### src/sv/dmsd_pkg.sv
// shared types and constants for the dual mode stream deframer
`default_nettype none

package dmsd_pkg;

  typedef enum logic [2:0] {
    KIND_HEADER    = 3'd0,
    KIND_PAYLOAD   = 3'd1,
    KIND_TEXT      = 3'd2,
    KIND_TEXT_END  = 3'd3,
    KIND_BAD_MAGIC = 3'd4,
    KIND_SHORT     = 3'd5
  } kind_t;

  typedef struct packed {
    logic               valid;
    kind_t              kind;
    logic [7:0]         data;
    logic signed [31:0] dest;
    logic [31:0]        plen;
    logic               last;
  } result_t;

  localparam logic [7:0] NUL_BYTE = 8'h00;
  localparam logic [3:0] MAGIC_BYTES = 4'd4;
  localparam logic [3:0] LENGTH_END = 4'd8;
  localparam logic [3:0] HEADER_BYTES = 4'd12;
  localparam logic [31:0] BODY_PREFIX = 32'd4;

  function automatic logic [7:0] magic_byte(input logic [1:0] idx);
    logic [7:0] b;
    case (idx)
      2'd0: b = 8'h4F;
      2'd1: b = 8'h4E;
      2'd2: b = 8'h43;
      2'd3: b = 8'h31;
      default: b = 8'h4F;
    endcase
    return b;
  endfunction

endpackage

`default_nettype wire

### src/sv/dmsd_parser.sv
// parse state and per-beat result logic of the deframer
`default_nettype none

module dmsd_parser (
  input  wire logic              clk,
  input  wire logic              rst,
  input  wire logic              step,
  input  wire logic [7:0]        rx_byte,
  input  wire logic              chunk_end,
  output dmsd_pkg::result_t      res
);

  typedef enum logic [2:0] {
    MODE_IDLE    = 3'd0,
    MODE_HEADER  = 3'd1,
    MODE_PAYLOAD = 3'd2,
    MODE_TEXT    = 3'd3,
    MODE_DROP    = 3'd4
  } mode_t;

  mode_t       mode, mode_next;
  logic [3:0]  header_count, header_count_next;
  logic        magic_mismatch, magic_mismatch_next;
  logic [31:0] body_length, body_length_next;
  logic [31:0] dest_shift, dest_shift_next;
  logic [31:0] payload_remaining, payload_remaining_next;

  logic [3:0]  cnt_inc;
  logic        mism_upd;
  logic [31:0] blen_upd;
  logic [31:0] dest_upd;
  logic [31:0] plen;
  logic        fin;

  always_comb begin
    cnt_inc  = header_count + 4'd1;
    mism_upd = magic_mismatch |
               ((header_count < dmsd_pkg::MAGIC_BYTES) &&
                (rx_byte != dmsd_pkg::magic_byte(header_count[1:0])));
    blen_upd = body_length;
    dest_upd = dest_shift;
    if (header_count >= dmsd_pkg::MAGIC_BYTES && header_count < dmsd_pkg::LENGTH_END) begin
      blen_upd = {body_length[23:0], rx_byte};
    end
    if (header_count >= dmsd_pkg::LENGTH_END) begin
      dest_upd = {dest_shift[23:0], rx_byte};
    end
    plen = blen_upd - dmsd_pkg::BODY_PREFIX;
    fin  = (payload_remaining <= 32'd1);
  end

  always_comb begin
    mode_next              = mode;
    header_count_next      = header_count;
    magic_mismatch_next    = magic_mismatch;
    body_length_next       = body_length;
    dest_shift_next        = dest_shift;
    payload_remaining_next = payload_remaining;
    res                    = '0;
    res.kind               = dmsd_pkg::KIND_HEADER;
    case (mode)
      MODE_HEADER: begin
        header_count_next   = cnt_inc;
        magic_mismatch_next = mism_upd;
        body_length_next    = blen_upd;
        dest_shift_next     = dest_upd;
        if (cnt_inc == dmsd_pkg::MAGIC_BYTES && mism_upd) begin
          mode_next           = chunk_end ? MODE_IDLE : MODE_DROP;
          header_count_next   = '0;
          magic_mismatch_next = 1'b0;
          body_length_next    = '0;
          dest_shift_next     = '0;
          res.valid           = 1'b1;
          res.kind            = dmsd_pkg::KIND_BAD_MAGIC;
        end else if (cnt_inc == dmsd_pkg::HEADER_BYTES) begin
          header_count_next   = '0;
          magic_mismatch_next = 1'b0;
          body_length_next    = '0;
          dest_shift_next     = '0;
          res.valid           = 1'b1;
          if (blen_upd < dmsd_pkg::BODY_PREFIX) begin
            mode_next = chunk_end ? MODE_IDLE : MODE_DROP;
            res.kind  = dmsd_pkg::KIND_SHORT;
          end else begin
            mode_next              = (plen == '0) ? MODE_IDLE : MODE_PAYLOAD;
            payload_remaining_next = plen;
            res.kind               = dmsd_pkg::KIND_HEADER;
            res.dest               = dest_upd;
            res.plen               = plen;
            res.last               = (plen == '0);
          end
        end
      end
      MODE_PAYLOAD: begin
        if (payload_remaining != '0) begin
          payload_remaining_next = payload_remaining - 32'd1;
        end
        if (fin) begin
          mode_next = MODE_IDLE;
        end
        res.valid = 1'b1;
        res.kind  = dmsd_pkg::KIND_PAYLOAD;
        res.data  = rx_byte;
        res.last  = fin;
      end
      MODE_TEXT: begin
        res.valid = 1'b1;
        if (rx_byte == dmsd_pkg::NUL_BYTE) begin
          mode_next = MODE_IDLE;
          res.kind  = dmsd_pkg::KIND_TEXT_END;
        end else begin
          res.kind = dmsd_pkg::KIND_TEXT;
          res.data = rx_byte;
        end
      end
      MODE_DROP: begin
        if (chunk_end) begin
          mode_next = MODE_IDLE;
        end
      end
      default: begin
        mode_next = MODE_IDLE;
        if (rx_byte == dmsd_pkg::magic_byte(2'd0)) begin
          mode_next              = MODE_HEADER;
          header_count_next      = 4'd1;
          magic_mismatch_next    = 1'b0;
          body_length_next       = '0;
          dest_shift_next        = '0;
          payload_remaining_next = '0;
        end else if (rx_byte != dmsd_pkg::NUL_BYTE) begin
          mode_next = MODE_TEXT;
          res.valid = 1'b1;
          res.kind  = dmsd_pkg::KIND_TEXT;
          res.data  = rx_byte;
        end
      end
    endcase
    if (!step) begin
      res.valid = 1'b0;
    end
  end

  always_ff @(posedge clk) begin
    if (rst) begin
      mode              <= MODE_IDLE;
      header_count      <= '0;
      magic_mismatch    <= 1'b0;
      body_length       <= '0;
      dest_shift        <= '0;
      payload_remaining <= '0;
    end else if (step) begin
      mode              <= mode_next;
      header_count      <= header_count_next;
      magic_mismatch    <= magic_mismatch_next;
      body_length       <= body_length_next;
      dest_shift        <= dest_shift_next;
      payload_remaining <= payload_remaining_next;
    end
  end

endmodule

`default_nettype wire

### src/sv/dual_mode_stream_deframer.sv
// top level of the dual mode stream deframer
// usage:
//   input channel in_valid/in_ready carries one beat per received byte, rx_byte plus
//   chunk_end, which marks the last byte of a receive chunk
//   output channel out_valid/out_ready carries at most one result beat per input beat:
//   frame header, payload byte, text byte, text end, bad magic or body too short
//   a beat is taken into an input register, then the parser state and the result
//   register update together when the beat advances out of the input register;
//   beats that give no result (header bytes, dropped bytes) vanish there
//   throughput is one beat per cycle while the receiver keeps out_ready high
//   when the receiver stalls, the result register holds its beat and the input
//   register fills, after which in_ready drops until out_ready returns
//   synchronous reset returns the parser to idle, empties both registers and
//   discards any partial frame or text message
`default_nettype none

module dual_mode_stream_deframer (
  input  wire logic               clk,
  input  wire logic               rst,
  input  wire logic               in_valid,
  output logic                    in_ready,
  input  wire logic [7:0]         rx_byte,
  input  wire logic               chunk_end,
  output logic                    out_valid,
  input  wire logic               out_ready,
  output logic [2:0]              result_kind,
  output logic [7:0]              out_byte,
  output logic signed [31:0]      dest_user,
  output logic [31:0]             payload_length,
  output logic                    last
);

  logic              in_full;
  logic [7:0]        in_byte;
  logic              in_end;
  logic              advance;
  dmsd_pkg::result_t res;

  assign advance  = in_full && (!out_valid || out_ready);
  assign in_ready = !in_full || advance;

  dmsd_parser u_parser (
    .clk       (clk),
    .rst       (rst),
    .step      (advance),
    .rx_byte   (in_byte),
    .chunk_end (in_end),
    .res       (res)
  );

  // input register
  always_ff @(posedge clk) begin
    if (rst) begin
      in_full <= 1'b0;
    end else if (in_ready) begin
      in_full <= in_valid;
    end
    if (in_valid && in_ready) begin
      in_byte <= rx_byte;
      in_end  <= chunk_end;
    end
  end

  // result register
  always_ff @(posedge clk) begin
    if (rst) begin
      out_valid <= 1'b0;
    end else if (!out_valid || out_ready) begin
      out_valid <= res.valid;
    end
    if (res.valid && (!out_valid || out_ready)) begin
      result_kind    <= res.kind;
      out_byte       <= res.data;
      dest_user      <= res.dest;
      payload_length <= res.plen;
      last           <= res.last;
    end
  end

  a_header_last: assert property (@(posedge clk) disable iff (rst)
    out_valid && result_kind == dmsd_pkg::KIND_HEADER |-> last == (payload_length == '0))
    else $error("header last flag does not match empty payload");

  a_byte_zero: assert property (@(posedge clk) disable iff (rst)
    out_valid && result_kind != dmsd_pkg::KIND_PAYLOAD && result_kind != dmsd_pkg::KIND_TEXT
    |-> out_byte == '0)
    else $error("byte field set on a result without a byte");

  a_header_fields: assert property (@(posedge clk) disable iff (rst)
    out_valid && result_kind != dmsd_pkg::KIND_HEADER |-> dest_user == '0 && payload_length == '0)
    else $error("header fields set on a non-header result");

  a_kind_range: assert property (@(posedge clk) disable iff (rst)
    out_valid |-> result_kind <= dmsd_pkg::KIND_SHORT)
    else $error("result kind out of range");

  a_stall_fill: assert property (@(posedge clk) disable iff (rst)
    !in_full |-> in_ready)
    else $error("input register empty but not ready");

endmodule

`default_nettype wire
### config.mk
export PLATFORM = sky130hd
export DESIGN_NAME = dual_mode_stream_deframer
export DESIGN_NICKNAME = d
export VERILOG_FILES = /design/src/sv/dmsd_pkg.sv /design/src/sv/dmsd_parser.sv /design/src/sv/dual_mode_stream_deframer.sv
export SDC_FILE = /design/constraint.sdc
export NUM_CORES = 1
export LEC_CHECK = 0
export ABC_AREA = 1
export CORE_MARGIN = 1
export CORE_UTILIZATION = 60
export CTS_BUF_LIST = sky130_fd_sc_hd__clkbuf_8
export CTS_CLUSTER_DIAMETER = 120
export DETAILED_ROUTE_END_ITERATION = 12
export DONT_BUFFER_PORTS = 1
export PLACE_DENSITY = 0.8
export SLEW_MARGIN = 20
export SYNTH_ARGS = -nofsm -noshare
export SYNTH_HDL_FRONTEND = slang
export SYNTH_SLANG_ARGS = --single-unit
### constraint.sdc
create_clock -name clk -period 4.55 [get_ports clk]
set_input_delay 0.91 -clock clk [delete_from_list [all_inputs] [get_ports clk]]
set_output_delay 0.91 -clock clk [all_outputs]
set_load 0.02 [all_outputs]
## Yosys cells after proc, flatten, opt, wreduce, memory -nomap -nowiden

Cells that the tools add are included.

- $lt $le $gt $ge: 6
- Reduce and logical (&&, ||, !) cells: 24
- Add/sub/neg operators: 3
- Equal/unequal tests: 19
- Bitwise logic cells: 5
- Muxes and demuxes: 48

Operator list:

| operator | count |
|---|---|
| $mux 32 | 11 |
| $pmux 32 s2 | 2 |
| $pmux 32 s3 | 1 |
| $le 32x1->1 const B | 1 |
| $logic_not 32->1 | 1 |
| $lt 32x3->1 const B | 1 |
| $pmux 8 s4 | 1 |
| $reduce_bool 32->1 | 1 |
| $sub 32x1->32 const B | 1 |
| $sub 32x3->32 const B | 1 |
| $mux 12 | 2 |
| $mux 3 | 8 |
| $pmux 8 s3 | 1 |
| $mux 4 | 5 |
| $pmux 4 s4 | 1 |
| $pmux 3 s4 | 1 |
| $eq 8x7->1 const B | 1 |
| $logic_not 8->1 | 1 |
| $mux 1 | 8 |
| $mux 8 | 1 |
| $ne 2x1->1 const B | 4 |
| $ne 8x8->1 | 1 |
| $pmux 4 s2 | 1 |
| $reduce_bool 8->1 | 1 |
| 30 further kinds | 48 |

- Output and inout port bits: 78
- Input port bits: 13
- Logic and storage cells: 120
- Bits in registers: 191

## Longest topological paths before layout

- Depth in word-level cells: 10
- Gate-level depth with buffers: 21
- Mapped depth without buffers: 19

## Hierarchy

Synthesis repeated with hierarchy kept, for this count alone.

- Cell total of the unflattened synthesis: 1548
- Area total of the unflattened synthesis: 10724.0 µm²

By module, submodules not included:

| module | cells each | sequential area each (µm²) | area each (µm²) | times used |
|---|---|---|---|---|
| dmsd_parser | 1447 | 2082.0 | 8057.7 | 1 |
| dual_mode_stream_deframer | 101 | 2592.5 | 2666.3 | 1 |

## Worst setup path after synthesis

OpenSTA, ideal clock, no wires.

- Path kind: register to register
- From: register u_parser.header_count[2]
- To: register dest_user[0] (enable)
- Data arrival time: 2973 ps
- Setup time: 430 ps
- Clock period less this slack: 3403 ps
- Setup slack: 1147 ps
- Path buffers: 2
- Cell stages (with the launch flop): 12
- Data required time: 4120 ps
- Cells stage by stage: dfxtp_1 buf_4 buf_2 nand3_1 xor2_1 nor3_1 inv_1 nand2_1 nand2_1 nand3_1 nand2_1 inv_1

- Word-level cells in the longest chain between the ends: 8
- Elaborated cells on any way between the ends: 12
- Those cells by class: 1 x add/sub; 1 x order compare; 2 x eq/ne; 4 x mux; 1 x bitwise; 3 x reduce/logical

Ends and longest elaborated chain:

| what | RTL line | RTL |
|---|---|---|
| from (decl) | dmsd_parser.sv:22 | `logic [3:0] header_count, header_count_next;` |
| from (signal assigned) | dmsd_parser.sv:153 | `header_count <= header_count_next;` |
| parallel branches: the longest is 4 deep, another holds $add 4x1->4 | - |  |
| $mux 4 * | dmsd_parser.sv:67 | `if (cnt_inc == dmsd_pkg::MAGIC_BYTES && mism_upd) begin` |
| $pmux 4 s4 * | dmsd_parser.sv:61 | `case (mode)` |
| $mux 1 * | dmsd_parser.sv:138 | `if (!step) begin` |
| $logic_and 1x1->1 * | dual_mode_stream_deframer.sv:71 | `if (res.valid && (!out_valid \|\| out_ready)) begin` |
| to (signal assigned) | dual_mode_stream_deframer.sv:74 | `dest_user <= res.dest;` |
| to (decl) | dual_mode_stream_deframer.sv:28 | `output logic signed [31:0] dest_user,` |

Mark *: on every way between the ends.
A chain may end at the register's enable or synchronous reset.

## Final worst setup path

- From: register u_parser.header_count[2]
- To: register u_parser.payload_remaining[18]

- Word-level cells in the longest chain between the ends: 8
- Elaborated cells on any way between the ends: 21
- Those cells by class: 2 x add/sub; 4 x order compare; 5 x eq/ne; 5 x mux; 1 x bitwise; 4 x reduce/logical

Ends and longest elaborated chain:

| what | RTL line | RTL |
|---|---|---|
| $ge 4x3->1 or $lt 4x4->1 (tied branches) | dmsd_parser.sv:42 | `if (header_count >= dmsd_pkg::MAGIC_BYTES && header_count < dmsd_pkg::LENGTH_END) begin` |
| $logic_and 1x1->1 | dmsd_parser.sv:42 |  |
| $mux 32 | dmsd_parser.sv:42 |  |
| $sub 32x3->32 | dmsd_parser.sv:48 | `plen = blen_upd - dmsd_pkg::BODY_PREFIX;` |
| $mux 32 | dmsd_parser.sv:81 | `if (blen_upd < dmsd_pkg::BODY_PREFIX) begin` |
| $mux 32 | dmsd_parser.sv:75 | `end else if (cnt_inc == dmsd_pkg::HEADER_BYTES) begin` |
| $mux 32 | dmsd_parser.sv:67 |  |
| $pmux 32 s3 | dmsd_parser.sv:61 |  |
| to (signal assigned) | dmsd_parser.sv:157 | `payload_remaining <= payload_remaining_next;` |
| to (decl) | dmsd_parser.sv:26 | `logic [31:0] payload_remaining, payload_remaining_next;` |

Parallel ways exist; a longest one is shown, timed or not. The select of a mux whose other input is x is not followed.

==> results by group <==
Power and ir drop
  – Pleak: 5.17 nW
  – Seq pwr share: 52.9%
  – Clock share of power: 33.8%
  – Comb pwr share: 13.3%
  – VDD IR max: 0.000194 V
  – Power per standard cell area: 332 mW/mm²
  – Sw Pwr: 0.00110 W
  – Cell Int Power: 0.00258 W
  – Switching power share of the total: 29.8%

Synth
  – Ys flop type: dfxtp_1
  – Yosys top cell area share: 24.1%
  – Syn Inst Count: 1498
  – Synth Warn #: 0
  – Post-synth top area cell: edfxtp_1
  – Compound-Gate Fraction of Synth Area: 12.2%
  – Largest family of logic cells by synthesized area: simple AND/OR/NAND/NOR gates
  – Post-synth EDFFs: 85
  – Mux cell area share after synthesis: 0%
  – Synth area leaders: edfxtp_1 24%, dfxtp_1 20%, nand2_1 16%
  – Post-synthesis register bit count: 191
  – Mapped Nets: 1520
  – Synth unique cells: 41
  – Synthesized area per cell: 7.06 µm²
  – Seq/Total Area, Yosys: 44.2%
  – Top-count cell post-synth: nand2_1
  – Simple-gate area share of the yosys netlist: 31.6%
  – Mapped Area: 0.0106 mm²
  – Post-Synth XOR/XNOR Area: 1.63%
  – Commonest cells in the netlist: 439 x nand2_1, 191 x nor2_1, 167 x inv_1
  – Post-synth ARST share: 0%
  – Adder-cell area share of the yosys netlist: 1.06%

Route
  – Via-per-instance ratio: 5.71
  – Met2 routed WL: 13.7 mm
  – DRT Wirelength: 28.9 mm
  – DR DRC count: 0
  – Wire per inst: 17.0 µm
  – Top layer in use: met4
  – M1 WL: 12.2 mm
  – DR iter-0 viols: 959
  – Antenna Nets Post-Route: 0
  – Total number of vias: 9710
  – Initial DRT Pass Iterations: 7
  – WL met3: 1.95 mm

Cells and area
  – Final net count: 1485
  – # diodes: 0
  – Util after Layout: 64.2%
  – Area Growth Syn to Fin: 4.66%
  – Fraction of layout cells with a size suffix above 1: 7.05%

Die
  – Die width: 135 µm
  – Die ar.: 0.0182 mm²
  – Core area: 0.0172 mm²
  – Starting Density: 61.4%
  – Total I/O pin count: 91
  – Site row count: 48
  – Die Span Y: 135 µm

Clocking
  – Root buffer selected by CTS: clkbuf_8
  – CTS sink count: 191
  – CTS tree: done
  – Setup bufs post-CTS: 0
  – TritonCTS Buffers: 17
  – Clock latency on the worst-skew pair: 0.49 ns
  – CTS Buffer Depth: 2
  – Hold buffers post-CTS: 0
  – Clock slew at the register clock pins of the worst setup and hold paths: 0.11 ns
  – Cts repair resizes: 0
  – Number of H-tree levels: 4

Timing
  – Slew Viols, Final: 0
  – Highest clock rate: 274 MHz
  – Worst setup margin: 0.895 ns
  – Final Hold Vio Count: 0
  – Worst slew pin tran: 0.924 ns
  – Relative slew slack: 38.4%
  – Setup TNS: 0 ns
  – Final setup fails: 0
  – Final clock skew: 0.0146 ns
  – Post-layout min period: 3.66 ns
  – Final period util: 80.3%
  – Unrepaired setup endpoints after global routing: false

Min path
  – Hold Path Stages: 2
  – Worst min path class: flip-flop to flip-flop
  – Min-Delay Startpoint: u_parser.body_length[26]
  – Hold Crit Endpoint: u_parser.body_length[26]

Critical path
  – Critical Path Source Type: flip-flop
  – Critical register-to-register path startpoint: u_parser.header_count[2]
  – R2R setup slack: 0.89 ns
  – Worst R2R Path Depth: 15
  – Critical path arrival: 4.00 ns
  – Worst r2r dst: u_parser.payload_remaining[18]
  – Crit Path Max Fanout: 35
  – Crit path cell chain: buf_4 -> nand3_1 -> nand2_1 -> ha_1 -> nand3_1 -> nor2_1 -> nand2_1 -> nor2_1 -> nand2_1 -> nand2_1 -> nand2_1 -> nand2_2 -> inv_2 -> o21ai_0 -> a21oi_1
  – CP peak stage delay: 0.58 ns
  – Most used cell along the critical path: nand2_1
  – CP Capture Type: flip-flop
  – Slowest cell on crit path: dfxtp_1
  – Crit Path Category: flip-flop to flip-flop
  – CP Data Required Time: 4.90 ns

Global routing
  – Vias in the first global route: 9050
  – Gr usage total: 32.7%
  – Largest net degree at the start of global routing: 77
  – Initial antenna violation count: 0
  – First-pass GRT wire length: 46.3 mm
  – GRT Residual Overflow: 0

Job
  – Max-cap violations: 0

Placed design
  – Pre-CTS setup slack: 0.991 ns
  – DP HPWL: 20.3 mm
  – Port buffer count: 0
  – Gp weighted congestion: 0.987

Status
  – Outcome: completed
## how the worst max path moves through the flow
stage	startpoint	end	slack [ns]	depth (start not counted)
after detailed placement	u_parser.header_count[2]	u_parser.payload_remaining[24]	0.99	15
after CTS	u_parser.header_count[2]	u_parser.payload_remaining[24]	0.96	15
final	u_parser.header_count[2]	u_parser.payload_remaining[18]	0.89	15
after global routing	u_parser.header_count[2]	u_parser.payload_remaining[14]	0.41	16
after global placement	u_parser.header_count[2]	u_parser.payload_remaining[27]	1.14	15
after floorplan	u_parser.header_count[2]	dest_user[0]	1.15	11
## layout by cell type (no fill, tap or decap), types with 3 or more instances in the layout
cell type    n
nand2_2     10
inv_1      166
inv_8        3
or2_2       24
o21ai_0     81
xnor2_1      4
a31oi_1      5
a21oi_1    124
nor2_4       7
edfxtp_1    85
buf_4       12
clkbuf_8    17
ha_1         9
bufinv_16    3
o21ai_1      5
nor3_1      18
nand3_1     86
nor4_1       3
dfxtp_1    106
inv_6        3
xor2_1      12
o32ai_1      5
inv_2        4
nand2_1    439
nor2_1     191
nor2_2       7
nand4_1     10
o22ai_1      9
a22oi_1      4
## critical path, delay by kind of cell (launching register included)
family	cells	cell delay (ns)
AO/OA/AOI/OAI	2	0.34
adder cells (fa/ha/maj)	1	0.19
buffers and inverters	2	0.76
flip-flops	1	0.58
AND/OR/NAND/NOR	10	1.62
## sequential cells by signal, indices dropped and copies added (netlist names), 3 cells and up
register                    flops
payload_length                 32
result_kind                     3
u_parser.mode                   3
u_parser.body_length           32
in_byte                         8
u_parser.dest_shift            32
out_byte                        8
u_parser.payload_remaining     32
u_parser.header_count           4
dest_user                      32
## logic make-up after synthesis
group / count (synthesis)
and+or+nand+nor: 800
adders and majority gates: 9
buffers and inverters: 238
DFF: 191
AOI/OAI and AO/OA: 242
xor gates and xnor gates: 18
## through the flow
step                std cells  cell area [µm²]  hold slack [ns]  total power [W]
floorplan                1498            10600            0.441          0.00235
global placement         1669            10600            0.444          0.00244
detailed placement       1669            10600            0.451          0.00246
CTS                      1701            11100            0.465          0.00366
global route             1701            11100            0.464          0.00381
finish                   1701            11100            0.468          0.00367
## power groups by stage
stage | Sequential (W) | Clock [W] | Combinational (W)
final | 0.00194 | 0.00124 | 0.000488
after global routing | 0.00195 | 0.00131 | 0.000553
after CTS | 0.00194 | 0.00124 | 0.000481
after detailed placement | 0.00198 | 0 | 0.000475
after global placement | 0.00198 | 0 | 0.000464
after floorplan | 0.00197 | 0 | 0.000382
## routing by layer
| layer | track usage, % | up-vias |
|---|---|---|
| met3 | 6.04 | 74 |
| met2 | 53.9 | 404 |
| met4 | 15.3 | 0 |
| met5 | 0 | - |
| met1 | 41.6 | 4494 |
| li1 | - | 4738 |
## layout make-up
cell class,instances,area (µm²)
tap,225,282
clock inverter,15,201
clock buffer,17,234
sequential,191,4670
inverter,171,642
multi-input combinational,1069,4920
timing repair buffer,13,110
fill,1505,6170
Note: power is estimated with default switching activity, not from simulation.
